==> config.mk <==
export PLATFORM = sky130hd
export DESIGN_NAME = ultrasonic_echo_ranger_unit
export DESIGN_NICKNAME = d
export VERILOG_FILES = /design/src/design/uer_pkg.sv /design/src/design/ultrasonic_echo_ranger_unit.sv
export SDC_FILE = /design/constraint.sdc
export NUM_CORES = 1
export LEC_CHECK = 0
export CELL_PAD_IN_SITES_DETAIL_PLACEMENT = 1
export CELL_PAD_IN_SITES_GLOBAL_PLACEMENT = 2
export CORE_ASPECT_RATIO = 0.75
export CORE_UTILIZATION = 40
export DETAILED_ROUTE_END_ITERATION = 10
export DONT_BUFFER_PORTS = 1
export PLACE_DENSITY_LB_ADDON = 0.1
export SYNTH_ARGS = -nofsm -noshare
export SYNTH_HDL_FRONTEND = slang
export SYNTH_SLANG_ARGS = --single-unit
==> constraint.sdc <==
create_clock -name clk -period 19.9 [get_ports clk]
set_clock_uncertainty 0.1 [all_clocks]
set_input_delay 0.995 -clock clk [delete_from_list [all_inputs] [get_ports clk]]
set_output_delay 0.995 -clock clk [all_outputs]
set_load 0.01 [all_outputs]
==> src/design/uer_pkg.sv <==
package uer_pkg;

  // Reset values of the configuration registers.
  localparam logic [15:0] TIMEOUT_LIMIT_RESET = 16'd6000;
  localparam logic [15:0] SCALE_Q16_RESET     = 16'd11141;

  // Configuration register indexes.
  typedef enum logic [0:0] {
    REG_TIMEOUT_LIMIT = 1'b0,
    REG_SCALE_Q16     = 1'b1
  } cfg_reg_t;

  // One tick: sampled echo level and free-running timestamp.
  typedef struct packed {
    logic        echo_level;
    logic [31:0] timestamp;
  } in_item_t;

  // One result per tick.
  typedef struct packed {
    logic        trigger_out;
    logic        measuring;
    logic        distance_valid;
    logic [15:0] distance_cm;
  } out_item_t;

endpackage

==> src/design/ultrasonic_echo_ranger_unit.sv <==
// Channel  Direction  Handshake             Payload
// in       input      in_valid / in_stall   in_item  (uer_pkg::in_item_t)
// out      output     out_valid / out_stall out_item (uer_pkg::out_item_t)
// cfg      input      cfg_write             cfg_index, cfg_data
//
// One item per cycle is accepted while in_stall is low; each tick passes the tick register, then the result register.
// The tick register feeds one pass of logic (a 32-bit subtract and a 32 x 16 multiply)
// into the result register, which sets the cycle time.
// Reset (rst, synchronous, active high) empties both registers and returns to idle.
// A stalled result holds; a new tick is still taken while the tick register is free.
module ultrasonic_echo_ranger_unit (
  input  logic                 clk,
  input  logic                 rst,
  input  logic                 in_valid,
  output logic                 in_stall,
  input  uer_pkg::in_item_t    in_item,
  output logic                 out_valid,
  input  logic                 out_stall,
  output uer_pkg::out_item_t   out_item,
  input  logic                 cfg_write,
  input  logic [0:0]           cfg_index,
  input  logic [15:0]          cfg_data
);

  // Configuration registers.
  logic [15:0] timeout_limit;
  logic [15:0] scale_q16;

  // Measurement state.
  logic        armed, armed_next;
  logic        trigger_phase, trigger_phase_next;
  logic        trigger_level, trigger_level_next;
  logic        echo_seen, echo_seen_next;
  logic [16:0] wait_count, wait_count_next;
  logic [31:0] start_stamp, start_stamp_next;
  logic [15:0] last_distance, last_distance_next;
  logic        distance_valid_next;

  // Pipeline registers.
  logic                s1_valid;
  uer_pkg::in_item_t   s1_item;
  logic                out_load;
  logic                advance;

  // Range arithmetic.
  logic [31:0] span;
  logic [47:0] product;
  logic [15:0] range_sat;

  // Configuration writes.
  always_ff @(posedge clk) begin
    if (rst) begin
      timeout_limit <= uer_pkg::TIMEOUT_LIMIT_RESET;
      scale_q16     <= uer_pkg::SCALE_Q16_RESET;
    end else if (cfg_write) begin
      unique case (uer_pkg::cfg_reg_t'(cfg_index))
        uer_pkg::REG_TIMEOUT_LIMIT: timeout_limit <= cfg_data;
        uer_pkg::REG_SCALE_Q16:     scale_q16     <= cfg_data;
        default: ;
      endcase
    end
  end

  // Handshake: the result register loads when empty or taken.
  assign out_load = !out_valid || !out_stall;
  assign advance  = s1_valid && out_load;
  assign in_stall = s1_valid && !out_load;

  // Tick register.
  always_ff @(posedge clk) begin
    if (rst) begin
      s1_valid <= 1'b0;
    end else if (!in_stall) begin
      s1_valid <= in_valid;
    end
    if (in_valid && !in_stall) begin
      s1_item <= in_item;
    end
  end

  // Distance from the echo pulse width, saturated to 16 bits.
  assign span      = s1_item.timestamp - start_stamp;
  assign product   = {16'd0, span} * {32'd0, scale_q16};
  assign range_sat = (|product[47:32]) ? 16'hFFFF : product[31:16];

  // Trigger step, then check step, for the tick in the tick register.
  always_comb begin
    armed_next          = armed;
    trigger_phase_next  = trigger_phase;
    trigger_level_next  = trigger_level;
    echo_seen_next      = echo_seen;
    wait_count_next     = wait_count;
    start_stamp_next    = start_stamp;
    last_distance_next  = last_distance;
    distance_valid_next = 1'b0;

    // Trigger pulse: high on the first idle tick, low and armed on the second.
    if (!armed) begin
      if (!trigger_phase) begin
        trigger_phase_next = 1'b1;
        trigger_level_next = 1'b1;
      end else begin
        trigger_phase_next = 1'b0;
        trigger_level_next = 1'b0;
        armed_next         = 1'b1;
      end
    end

    if (armed_next) begin
      // Wait for the echo to rise, giving up past the limit.
      if (!echo_seen) begin
        wait_count_next = wait_count + 17'd1;
      end else begin
        wait_count_next = 17'd0;
      end
      if (!echo_seen && (wait_count_next > {1'b0, timeout_limit})) begin
        wait_count_next = 17'd0;
        armed_next      = 1'b0;
      end else if (s1_item.echo_level && !echo_seen) begin
        start_stamp_next = s1_item.timestamp;
        echo_seen_next   = 1'b1;
      end else if (!s1_item.echo_level && echo_seen) begin
        last_distance_next  = range_sat;
        distance_valid_next = 1'b1;
        armed_next          = 1'b0;
        echo_seen_next      = 1'b0;
      end
    end
  end

  // State update as each tick moves into the result register.
  always_ff @(posedge clk) begin
    if (rst) begin
      armed         <= 1'b0;
      trigger_phase <= 1'b0;
      trigger_level <= 1'b0;
      echo_seen     <= 1'b0;
      wait_count    <= 17'd0;
      start_stamp   <= 32'd0;
      last_distance <= 16'd0;
    end else if (advance) begin
      armed         <= armed_next;
      trigger_phase <= trigger_phase_next;
      trigger_level <= trigger_level_next;
      echo_seen     <= echo_seen_next;
      wait_count    <= wait_count_next;
      start_stamp   <= start_stamp_next;
      last_distance <= last_distance_next;
    end
  end

  // Result register.
  always_ff @(posedge clk) begin
    if (rst) begin
      out_valid <= 1'b0;
    end else if (out_load) begin
      out_valid <= s1_valid;
    end
    if (advance) begin
      out_item.trigger_out    <= trigger_level_next;
      out_item.measuring      <= echo_seen_next;
      out_item.distance_valid <= distance_valid_next;
      out_item.distance_cm    <= last_distance_next;
    end
  end

`ifndef NO_ASSERTIONS
  // Timing an echo only happens while armed.
  a_echo_needs_arm: assert property (@(posedge clk) disable iff (rst)
    echo_seen |-> armed)
    else $error("echo_seen set while not armed");

  // The wait counter is always cleared on the way back to idle.
  a_idle_wait_clear: assert property (@(posedge clk) disable iff (rst)
    !armed |-> (wait_count == 17'd0))
    else $error("wait_count nonzero while idle");

  // A completed distance ends the measurement with the trigger low.
  a_done_result: assert property (@(posedge clk) disable iff (rst)
    (out_valid && out_item.distance_valid) |-> (!out_item.measuring && !out_item.trigger_out))
    else $error("distance_valid with measuring or trigger high");
`endif

endmodule
=== After elaboration in Yosys (flattened, before gate mapping) ===
Cells that the tools add are included.

* ROM bits: 0
* Memories: 0
* Memory bits (writable): 0
* Latch bits: 0
* Register bits after elaboration: 155
* Output and inout port bits: 21
* Input bits: 55
* Word-level logic and storage cells: 66

* Mux-type cells: 21
* Eq/ne operators: 0
* Divide/modulo/power cells: 0
* Magnitude comparators: 1
* Add/sub/neg operators: 2
* Multiply operators: 1
* Shift-type cells: 0
* Reduce and logical (&&, ||, !) cells: 20
* Bitwise logic cells: 4

{| class="wikitable"
|+ Operators by type and width
! operator !! number
|-
| 16-bit 2-to-1 mux || 5
|-
| 17-bit 2-to-1 mux || 3
|-
| 32-bit by 16-bit multiplier with 48-bit output || 1
|-
| 32-bit subtractor || 1
|-
| 17-bit by 1-bit adder with 17-bit output (second input constant) || 1
|-
| 17-bit by 16-bit greater-than comparator with 1-bit output || 1
|-
| 16-bit OR reduction || 1
|-
| 1-bit 2-to-1 mux || 13
|-
| 2-bit AND reduction || 4
|-
| 1-bit logical AND || 6
|-
| 1-bit logical NOT || 6
|-
| 1-bit inverter || 4
|-
| 4-bit AND reduction || 1
|-
| 3-bit OR reduction || 1
|-
| 1-bit logical OR || 1
|}

=== Depth between registers and ports, before layout ===
Gate-level depths: netlist of run 1.

* Depth in word-level cells: 8
* Mapped depth: 40
* Gate-level depth less buffers: 36

=== Worst setup path after synthesis of run 1 ===
No wires, ideal clock.

* Path type: register to register
* Start: register s1_item[0] (netlist bit)
* End: register out_item[0] (netlist bit), data pin
* Buffers on the path: 4
* Arrival: 8.826 ns
* Path slack: 10.714 ns
* Period minus slack after synthesis: 9.186 ns
* Data required time: 19.540 ns
* Library setup time: 0.260 ns
* Stages on the path, launching flop included: 39
* Path through: edfxtp_1 -> inv_1 -> ha_1 -> inv_1 -> fa_1 -> a21o_1 -> a21oi_1 -> o21bai_1 -> a21oi_1 -> o2bb2ai_1 -> a211oi_1 -> o41ai_1 -> a21oi_1 -> xnor2_1 -> clkbuf_1 -> nand2_1 -> fa_1 -> fa_1 -> (+3 left out) -> fa_1 -> fa_1 -> fa_1 -> inv_1 -> ha_1 -> clkbuf_1 -> nand4_1 -> nor3_1 -> nand3_1 -> a211oi_2 -> nor2_4 -> xnor2_1 -> or4_1 -> a2111oi_2 -> and4b_1 -> buf_4 -> buf_6 -> a21oi_1

* Word-level cells in the longest chain between the ends: 8

{| class="wikitable"
|+ Ends and longest elaborated chain
! item !! RTL line !! source
|-
| start, declared || ultrasonic_echo_ranger_unit.sv:41 || <nowiki>uer_pkg::in_item_t s1_item;</nowiki>
|-
| start signal, assigned || ultrasonic_echo_ranger_unit.sv:77 || <nowiki>s1_item <= in_item;</nowiki>
|-
| 32-bit subtractor * || ultrasonic_echo_ranger_unit.sv:82 || <nowiki>assign span = s1_item.timestamp - start_stamp;</nowiki>
|-
| 32-bit by 16-bit multiplier with 48-bit output * || ultrasonic_echo_ranger_unit.sv:83 || <nowiki>assign product = {16'd0, span} * {32'd0, scale_q16};</nowiki>
|-
| 16-bit OR reduction || ultrasonic_echo_ranger_unit.sv:84 || <nowiki>assign range_sat = (|product[47:32]) ? 16'hFFFF : product[31:16];</nowiki>
|-
| 16-bit 2-to-1 mux * || ultrasonic_echo_ranger_unit.sv:84 ||
|-
| 16-bit 2-to-1 mux * || ultrasonic_echo_ranger_unit.sv:122 || <nowiki>end else if (!s1_item.echo_level && echo_seen) begin</nowiki>
|-
| 16-bit 2-to-1 mux * || ultrasonic_echo_ranger_unit.sv:119 || <nowiki>end else if (s1_item.echo_level && !echo_seen) begin</nowiki>
|-
| 16-bit 2-to-1 mux * || ultrasonic_echo_ranger_unit.sv:116 || <nowiki>if (!echo_seen && (wait_count_next > {1'b0, timeout_limit})) begin</nowiki>
|-
| 16-bit 2-to-1 mux * || ultrasonic_echo_ranger_unit.sv:109 || <nowiki>if (armed_next) begin</nowiki>
|-
| named net last_distance_next[0] || ultrasonic_echo_ranger_unit.sv:36 || <nowiki>logic [15:0] last_distance, last_distance_next;</nowiki>
|-
| end, declared || ultrasonic_echo_ranger_unit.sv:19 || <nowiki>output uer_pkg::out_item_t out_item,</nowiki>
|}

Mark *: on every way through the listed nets, which the timed path passes. The rest lies on a longest branch.
A chain may end at the register's enable or synchronous reset.

=== Final worst setup path of run 1 ===
* Start: register s1_item[0] (netlist bit)
* End: register out_item[9] (netlist bit), data pin

The elaborated chain is that of the path after synthesis.

==> summary.md, run 1 <==
| Metric | Value |
|---|---|
| CP max-delay cell | and4b_1 |
| CTS tree | done |
| Slowest Stage Delay on Critical Path | 1.02 ns |
| CP Capture Type | flop |
| Clock transition at path regs | 0.07 ns |
| Post-CTS Setup Bufs | 0 |
| Layout cells sized above 1 | roughly 4.4% |
| Final Slew Violations | 0 |
| Netlist cell types | 78 |
| CP arrival | around 11 ns |
| Least-Margin Pin Slew | approximately 1.3 ns |
| Hold Crit Start | timeout_limit[2] |
| Final period utilization | a little under three fifths |
| Post-Route WL | about 71,000 um |
| Final setup violation count | 0 |
| Gpl congestion | about 0.85 |
| Run status | completed |
| TritonCTS Sinks | about 160 |
| Crit Path Class | reg2reg |
| Number of H-tree levels | 4 |
| RSZ-0062 raised after global routing | false |
| Longest Clk Path Bufs | 2 |
| Io pins | 76 |
| First-pass GRT wire length | 116,000 um |
| Post-CTS Hold Fix Bufs | 0 |
| Fraction of registers with async set/reset | 0% |
| Count leader, synth | inv_1 |
| Initial Util | 40.4% |
| Drt pass-1 iters | 5 |
| Count of final hold-check violations | 0 |
| Critical Path Start | s1_item[0] |
| Yosys top cell by area | fa_1 |
| N_diodes | 0 |
| Initial antenna violation count | 5 |
| Chip Width | 284 um |
| CP dominant cell by count | fa_1 |
| Core area | 58,900 sq um |
| Top_reg_cell synth | dfxtp_1 |
| Cell row count | 77 |
| Max-slew headroom | 11.5% |
| Yosys top cell area share | 35.2% |
| Vias/cell | 5.27 |
| GR Util All Layers | 25.0% |
| Layout area overhead | 6.10% |
| Critical Path Start Type | flop |
| Die Area | approximately 60,000 sq um |
| Fmax | 0.0905 GHz |
| Yosys reg bits | 155 |
| Clk Latency, worst-skew pair | 0.48 ns |
| R2R Path Start | s1_item[0] |
| Most instantiated cells after synthesis | inv_1, fa_1, nand2_1 |
| Final-stage net count | 3,272 |
| Synthesized area | 23,800 sq um |
| Post-layout min period | 11.05 ns |
| Largest net degree at the start of global routing | between 50 and 60 |
| Req. time, crit path | 19.99 ns |
| Hold WC Path Type | reg2reg |
| Setup TNS | 0 ns |
| Ys Warns | 0 |
| Final Core Density | 42.9% |
| Vias in the first global route | between 20k and 25k |
| DRT iter0 DRCs | 842 |
| DRC | 0 |
| TritonCTS buffer count | 17 |
| Grt total ovfl | 0 |
| Vias after detailed routing | 18.1k |
| IO Port Bufs | 0 |
| Max-cap violation count | 0 |
| Critical path fanouts, max | 31 |
| Hpwl dp | approximately 54,000 um |
| EDFF count, synth | 52 |
| Synth Area per Inst | 8.81 sq um |
| Die Y | around 210 um |
| Drt wl/cell | 20.8 um |
| DRT antenna net count | 0 |
| CTS root buf | clkbuf_16 |
| Cts repair resizes | 0 |
| Top cells by area, synth | fa_1, ha_1, dfxtp_1, inv_1, edfxtp_1 |
| Synth Instances | about 2.7k |
| Mapped Nets | around 3.3k |
| Sequential share of the synthesized area | 15.2% |
logic make-up (layout without fill, tap and decap cells):
family	count (synthesis)	in the layout	synth area share [%]
mux	36	36	1.51
compound gates	347	347	9.46
buf+inv	649	596	10.4
flops	155	155	15.2
fa+ha+maj	583	583	43.9
xor+xnor	67	67	2.47
simple gates	863	863	17.0
registers in the layout, summed over array words and instances (netlist names):
register,flops
start_stamp,32
out_item,19
trigger_phase,1
echo_seen,1
s1_valid,1
last_distance,16
armed,1
wait_count,17
trigger_level,1
s1_item,33
out_valid,1
scale_q16,16
timeout_limit,16
layout by cell type, fill, tap and decap left out, types with 12 or more instances in the layout:
cell       instances
o21a_1            12
fa_1             418
ha_1             165
a31oi_1           19
nor3_1            25
inv_1            515
xor2_1            18
dfxtp_1           98
and2_1           188
nand3_1           28
buf_4             49
edfxtp_1          52
o211ai_1          12
nor2_1           112
mux2i_1           36
nand2_1          416
a22o_1            16
a21o_1            31
nand4_1           28
o21bai_1          15
clkbuf_16         18
o21ai_0           58
a21oi_1          125
xnor2_1           46
nor2b_1           19
per-stage QoR:
| step | instance area, sq um | instances | hold WS, ns | worst slack [ns] |
|---|---|---|---|---|
| 2_1_floorplan | 23800 | 2700 | 0.336 | 10.71 |
| 3_3_place_gp | 24700 | 3405 | 0.337 | 9.15 |
| 3_5_place_dp | 24700 | 3405 | 0.344 | 8.98 |
| 4_1_cts | 25200 | 3437 | 0.353 | 8.92 |
| 5_1_grt | 25200 | 3437 | 0.375 | 8.11 |
| 6_report | 25200 | 3437 | 0.354 | 8.85 |
final timing paths:
path	cells past startpoint	slack (ns)	endpoint
hold reg to reg	2	0.35	timeout_limit[2]
setup / recovery	34	8.85	out_item[9]
setup reg to reg	34	8.85	out_item[9]
hold / removal	2	0.35	timeout_limit[2]
critical path: cells and delay by family (launching register included):
family	cells	cell delay, ns
AO/OA/AOI/OAI	11	3.08
buffers and inverters	6	0.59
AND/OR/NAND/NOR	6	2.16
flip-flops	1	0.39
adder cells (fa/ha/maj)	9	4.08
XOR/XNOR	2	0.30
final cells by class:
type / count / area (sq um)
well taps: 790 / 988
inverters: 515 / 1930
clock inverters: 13 / 120
repair buffers: 49 / 368
clock buffers: 19 / 464
fillers: 6847 / 33600
multi-input cells: 1896 / 17700
flip-flops and latches: 155 / 3630
routing by layer:
layer	up-vias	track usage (%)	part of all wire (%)
li1	8257	-	-
met2	348	41.1	46
met4	2	6.21	1.9
met5	-	0	0.014
met3	82	4.01	4.6
met1	9408	34.5	47
Power of run 1 is left out: the tool's default activity adds up to more than one toggle a clock period on the data nets, which glitch-free logic cannot reach.
==> run 2, diff against run 1 <==
==> constraint.sdc (replaced) <==
create_clock -name clk -period 11 [get_ports clk]
set_clock_uncertainty 0.1 [all_clocks]
set_input_delay 0.55 -clock clk [delete_from_list [all_inputs] [get_ports clk]]
set_output_delay 0.55 -clock clk [all_outputs]
set_load 0.01 [all_outputs]
==> run 2 against run 1 <==
  * Routed wire length grew 3.5%
  * Fmax grew 6.6%
  * Clock-buffer cell count shrank 1
  * Final area grew 0.53%
  * Via count grew 0.69%
  * Die area is the same
==> summary.md, run 2 (synthesized netlist as in run 1, its figures left out) <==
| Metric | Value |
|---|---|
| Largest register FFs | 33 (unchanged) |
| Crit Path Class | reg2reg |
| Critical Path Start | s1_item[0] |
| Top flop regs | s1_item: 33 flops, start_stamp: 32 flops, out_item: 19 flops |
| CP max-delay cell | fa_1 |
| CTS root buf | clkbuf_16 |
| Core area | 58,900 sq um (unchanged) |
| Run status | completed |
| Setup TNS | 0 ns (unchanged) |
| Number of H-tree levels | 4 (unchanged) |
| Clk Latency, worst-skew pair | 0.49 ns (about the same) |
| Post-Route WL | 74,000 um (+3.5%) |
| Commonest cells after routing, fill and taps aside | inv_1, fa_1, nand2_1 |
| Drt wl/cell | 21.4 um (+3.0%) |
| Critical Path Start Type | flop |
| DRC | 0 (unchanged) |
| First-pass GRT wire length | 118,000 um (+1.4%) |
| Layout area overhead | 6.66% |
| Longest Clk Path Bufs | 2 (unchanged) |
| Crit path to | out_item[4] |
| Commonest non-fill, non-tap cell in the layout | inv_1 |
| Slowest Stage Delay on Critical Path | 0.54 ns (-0.48 ns) |
| Layout cells sized above 1 | 4.99% (+0.61 points) |
| Least-Margin Pin Slew | 1.37 ns (+0.0405 ns) |
| WHS Path Cells | 1 (-1) |
| Final Slew Violations | 0 (unchanged) |
| TritonCTS Sinks | 155 (unchanged) |
| Gpl congestion | 0.874 (+3.3%) |
| Final-stage net count | 3,288 (+0.49%) |
| Die Y | 213 um (unchanged) |
| TritonCTS buffer count | 17 (unchanged) |
| CP dominant cell by count | fa_1 |
| Io pins | 76 (unchanged) |
| Drt pass-1 iters | 5 (unchanged) |
| Largest net degree at the start of global routing | 54 (-5.3%) |
| Max-slew headroom | 8.75% (-2.8 points) |
| Reg2reg end | out_item[4] |
| CTS tree | done |
| Cell row count | 77 (unchanged) |
| IO Port Bufs | 0 (unchanged) |
| Post-layout min period | 10.37 ns (-0.682 ns) |
| R2R Path Start | s1_item[0] |
| Req. time, crit path | 11.13 ns (-8.86 ns) |
| DRT iter0 DRCs | 895 (+6.3%) |
| DRT antenna net count | 0 (unchanged) |
| Clock transition at path regs | 0.07 ns (about the same) |
| CP Capture Type | flop |
| Fmax | 0.0965 GHz (+6.6%) |
| Grt total ovfl | 0 (unchanged) |
| Max-cap violation count | 0 (unchanged) |
| Initial Util | 40.4% (unchanged) |
| Count of final hold-check violations | 0 (unchanged) |
| RSZ-0062 raised after global routing | false |
| Die Area | 60,500 sq um (unchanged) |
| CP arrival | 10.50 ns (-0.64 ns) |
| Vias after detailed routing | 18.2k (+0.69%) |
| Chip Width | 284 um (unchanged) |
| Final period utilization | 94.3% (+39 points) |
| Critical path fanouts, max | 31 (unchanged) |
| Biggest register | s1_item |
| Hpwl dp | 58,600 um (+7.7%) |
| Flop2flop setup slack | 0.63 ns (-8.22 ns) |
| FF-to-FF path depth | 36 (+5.9%) |
| Initial antenna violation count | 1 (-4) |
| Vias/cell | 5.28 (+0.20%) |
| Vias in the first global route | 20.5k (+0.13%) |
| Hold WC Path Type | in2reg |
| Final setup violation count | 0 (unchanged) |
| GR Util All Layers | 25.7% (+0.65 points) |
-- run 2: how the worst min path moves through the flow --
stage	slack, ns	end	start
3_3_place_gp	0.34	timeout_limit[7]	timeout_limit[7]
4_1_cts	0.001	timeout_limit[13]	rst
6_report	0.05	echo_seen	rst
5_1_grt	0.02	timeout_limit[13]	rst
2_1_floorplan	0.34	timeout_limit[11]	timeout_limit[11]
3_5_place_dp	0.35	timeout_limit[2]	timeout_limit[2]
-- run 2: final cells by class --
| cell class | instances | area [sq um] |
|---|---|---|
| Fill cell | 6946 | 33500 |
| Clock inverter | 14 | 134 |
| Sequential cell | 155 | 3630 |
| Clock buffer | 18 | 429 |
| Inverter | 515 | 1930 |
| Timing Repair Buffer | 65 | 498 |
| Multi-Input combinational cell | 1896 | 17800 |
| Antenna cell | 1 | 2.50 |
| Tap cell | 790 | 988 |
-- run 2: metal layers --
| metal | global-route usage [%] | vias to the layer above | wire (um) |
|---|---|---|---|
| met2 | 42.2 | 342 | 34000 |
| met4 | 8.28 | 0 | 1900 |
| met5 | 0 | - | 0 |
| met1 | 34.4 | 9497 | 34700 |
| met3 | 4.55 | 95 | 3410 |
| li1 | - | 8288 | - |
-- run 2: per-stage QoR --
step | worst slack (ns) | instances | area (sq um) | hold WS [ns] | utilization (%)
2_1_floorplan | 1.81 | 2700 | 23800 | 0.336 | -
3_3_place_gp | 0.148 | 3420 | 24800 | 0.341 | 42.0
3_5_place_dp | 0.00454 | 3420 | 24800 | 0.350 | 42.0
4_1_cts | 0.0952 | 3453 | 25300 | 0.00148 | 43.0
5_1_grt | 0.0417 | 3453 | 25400 | 0.0178 | 43.1
6_report | 0.632 | 3454 | 25400 | 0.0517 | 43.1
-- run 2: repair_timing --
item,4_1_cts,5_1_grt
gates resized for setup,1,8
pin swaps,0,2
setup endpoints to repair,10,32
hold buffers,1,0
setup buffers,0,0
hold endpoints to repair,4,0
-- run 2: worst max-delay path, delay by kind of cell, from the launching register on --
family	cells	cell delay, ns
buf+inv	8	1.01
compound gates	12	2.41
flops	1	0.38
mux	1	0.18
simple gates	5	1.46
fa+ha+maj	9	3.99
xor+xnor	1	0.53
Power of run 2 is left out for the same reason.
==> run 3, diff against run 2 <==
--- a/config.mk
+++ b/config.mk
@@ -8,9 +8,10 @@
 export CELL_PAD_IN_SITES_DETAIL_PLACEMENT = 1
 export CELL_PAD_IN_SITES_GLOBAL_PLACEMENT = 2
 export CORE_ASPECT_RATIO = 0.75
-export CORE_UTILIZATION = 40
+export CORE_UTILIZATION = 38
 export DETAILED_ROUTE_END_ITERATION = 10
 export DONT_BUFFER_PORTS = 1
+export GPL_TIMING_DRIVEN = 0
 export PLACE_DENSITY_LB_ADDON = 0.1
 export SYNTH_ARGS = -nofsm -noshare
 export SYNTH_HDL_FRONTEND = slang
==> constraint.sdc (replaced) <==
create_clock -name clk -period 9.4 [get_ports clk]
set_clock_uncertainty 0.1 [all_clocks]
set_input_delay 0.47 -clock clk [delete_from_list [all_inputs] [get_ports clk]]
set_output_delay 0.47 -clock clk [all_outputs]
set_load 0.01 [all_outputs]
==> run 3 against run 2 <==
  * The run now ends with setup timing left
  * Critical path type unchanged
  * Hold slack worse by 0.023 ns
  * Flip-flop and latch count stayed put
  * First-iteration DRC count is 30% higher
  * Via count is 6.4% higher
  * Highest routed layer is now met5
==> summary.md, run 3 (synthesized netlist as in run 1, its figures left out) <==
| Metric | Value |
|---|---|
| CP dominant cell by count | inv_2 |
| TritonCTS Sinks | 155 (unchanged) |
| Max-cap violation count | 0 (unchanged) |
| Critical path fanouts, max | 7 (-77%) |
| Least-Margin Pin Slew | 1.40 ns (+0.0366 ns) |
| Hpwl dp | 67,600 um (+15%) |
| Die Y | 219 um (+2.6%) |
| Drt pass-1 iters | 5 (unchanged) |
| Crit Path Class | reg2reg |
| DRC | 0 (unchanged) |
| Commonest non-fill, non-tap cell in the layout | inv_1 |
| Run status | complete, but fails checks |
| Fmax | 0.101 GHz (+5.1%) |
| Clk Latency, worst-skew pair | 0.49 ns (about the same) |
| DRT iter0 DRCs | 1,166 (+30%) |
| Slowest Stage Delay on Critical Path | 0.57 ns (+0.03 ns) |
| CP arrival | 9.99 ns (-0.51 ns) |
| Grt total ovfl | 0 (unchanged) |
| Final-stage net count | 3,482 (+5.9%) |
| Top flop regs | s1_item: 33 flops, start_stamp: 32 flops, out_item: 19 flops |
| Failing checks | setup timing |
| CTS root buf | clkbuf_16 |
| Final setup violation count | 32 (+32) |
| Max-slew headroom | 6.39% (-2.4 points) |
| IO Port Bufs | 0 (unchanged) |
| Biggest register | s1_item |
| Vias/cell | 5.28 (about the same) |
| Largest net degree at the start of global routing | 33 (-39%) |
| CTS tree | done |
| First-pass GRT wire length | 131,000 um (+11%) |
| Die Area | 63,600 sq um (+5.2%) |
| CP Capture Type | flop |
| Critical Path Start | s1_item[0] |
| Layout cells sized above 1 | 12.0% (+7.0 points) |
| Io pins | 76 (unchanged) |
| Core area | 62,000 sq um (+5.3%) |
| Critical Path Start Type | flop |
| Drt wl/cell | 23.3 um (+8.5%) |
| DRT antenna net count | 0 (unchanged) |
| Req. time, crit path | 9.52 ns (-1.61 ns) |
| PnR worst setup slack | -0.468 ns (-1.10 ns) |
| Initial antenna violation count | 8 (+7) |
| RSZ-0062 raised after global routing | true |
| Vias after detailed routing | 19.4k (+6.4%) |
| Fillers | 7,182 (+3.4%) |
| Commonest cells after routing, fill and taps aside | inv_1, nand2_1, fa_1 |
| Post-Route WL | 85,400 um (+15%) |
| Number of H-tree levels | 4 (unchanged) |
| Hold Crit Start | cfg_data[12] |
| Longest Clk Path Bufs | 2 (unchanged) |
| Vias in the first global route | 21.4k (+4.8%) |
| Initial Util | 38.4% (-2.0 points) |
| Largest register FFs | 33 (unchanged) |
| TritonCTS buffer count | 17 (unchanged) |
| GR Util All Layers | 27.8% (+2.2 points) |
| Cell row count | 79 (+2.6%) |
| R2R Path Start | s1_item[0] |
| Count of final hold-check violations | 0 (unchanged) |
| Setup TNS | -12.94 ns (-12.94 ns) |
| Hold WC Path Type | in2reg |
| Clock transition at path regs | 0.07 ns (about the same) |
| Final Slew Violations | 0 (unchanged) |
| Final period utilization | 105% (+11 points) |
| Final Core Density | 45.1% (+2.0 points) |
| Chip Width | 291 um (+2.6%) |
| CP max-delay cell | fa_2 |
| Post-layout min period | 9.87 ns (-0.500 ns) |
| Gpl congestion | 0.910 (+4.2%) |
| Layout area overhead | 17.6% |
-- run 3: what timing repair did --
| action | 4_1_cts | 5_1_grt |
|---|---|---|
| buffers inserted | 78 | 12 |
| hold buffers | 46 | 0 |
| resized for setup | 241 | 57 |
| hold endpoints to repair | 48 | 0 |
| setup endpoints to repair | 32 | 32 |
| gates cloned | 3 | 2 |
| pin swaps | 66 | 59 |
-- run 3: layer usage --
metal | routed length (um) | global-route usage, % | vias up
li1 | - | - | 8693
met1 | 38800 | 38.0 | 10100
met2 | 38300 | 43.5 | 502
met3 | 5700 | 5.92 | 107
met4 | 2620 | 10.0 | 2
met5 | 13 | 0 | -
-- run 3: layout make-up --
cell class | count | area [sq um] | share of cell area [%]
Buffer | 117 | 688 | 2.46
Timing Repair Buffer | 142 | 1330 | 4.75
Clock buffer | 19 | 433 | 1.55
Inverter | 515 | 1930 | 6.91
Antenna cell | 5 | 12.5 | 0.0447
Clock inverter | 13 | 104 | 0.371
Sequential cell | 155 | 3620 | 13.0
Multi-Input combinational cell | 1896 | 18800 | 67.3
Tap cell | 810 | 1010 | 3.62
-- run 3: worst max-delay path: cells and delay by family, from the launching register on --
kind,cells,cell delay (ns)
AO/OA/AOI/OAI,13,2.04
XOR/XNOR,1,0.17
adder cells (fa/ha/maj),9,3.87
buffers and inverters,11,1.26
flip-flops,1,0.53
multiplexers,1,0.20
AND/OR/NAND/NOR,5,1.37
-- run 3: per-stage QoR --
step                cells  worst slack, ns  cell area (sq um)  hold WS, ns
CTS                  3655           -0.369              27500     0.000218
global route         3668           -0.719              28000       0.0160
finish               3672           -0.468              28000       0.0285
detailed placement   3511            -2.62              24800        0.351
floorplan            2700            0.214              23800        0.336
global placement     3510            -2.57              24800        0.352
-- run 3: path summary, 6_finish.rpt --
| kind | cells past startpoint | to | slack (ns) |
|---|---|---|---|
| worst max-delay path | 40 | out_item[14] | -0.47 |
| worst min-delay path | 2 | scale_q16[12] | 0.03 |
| worst max register to register | 40 | out_item[14] | -0.47 |
| worst min register to register | 2 | timeout_limit[13] | 0.36 |
Power of run 3 is left out for the same reason.
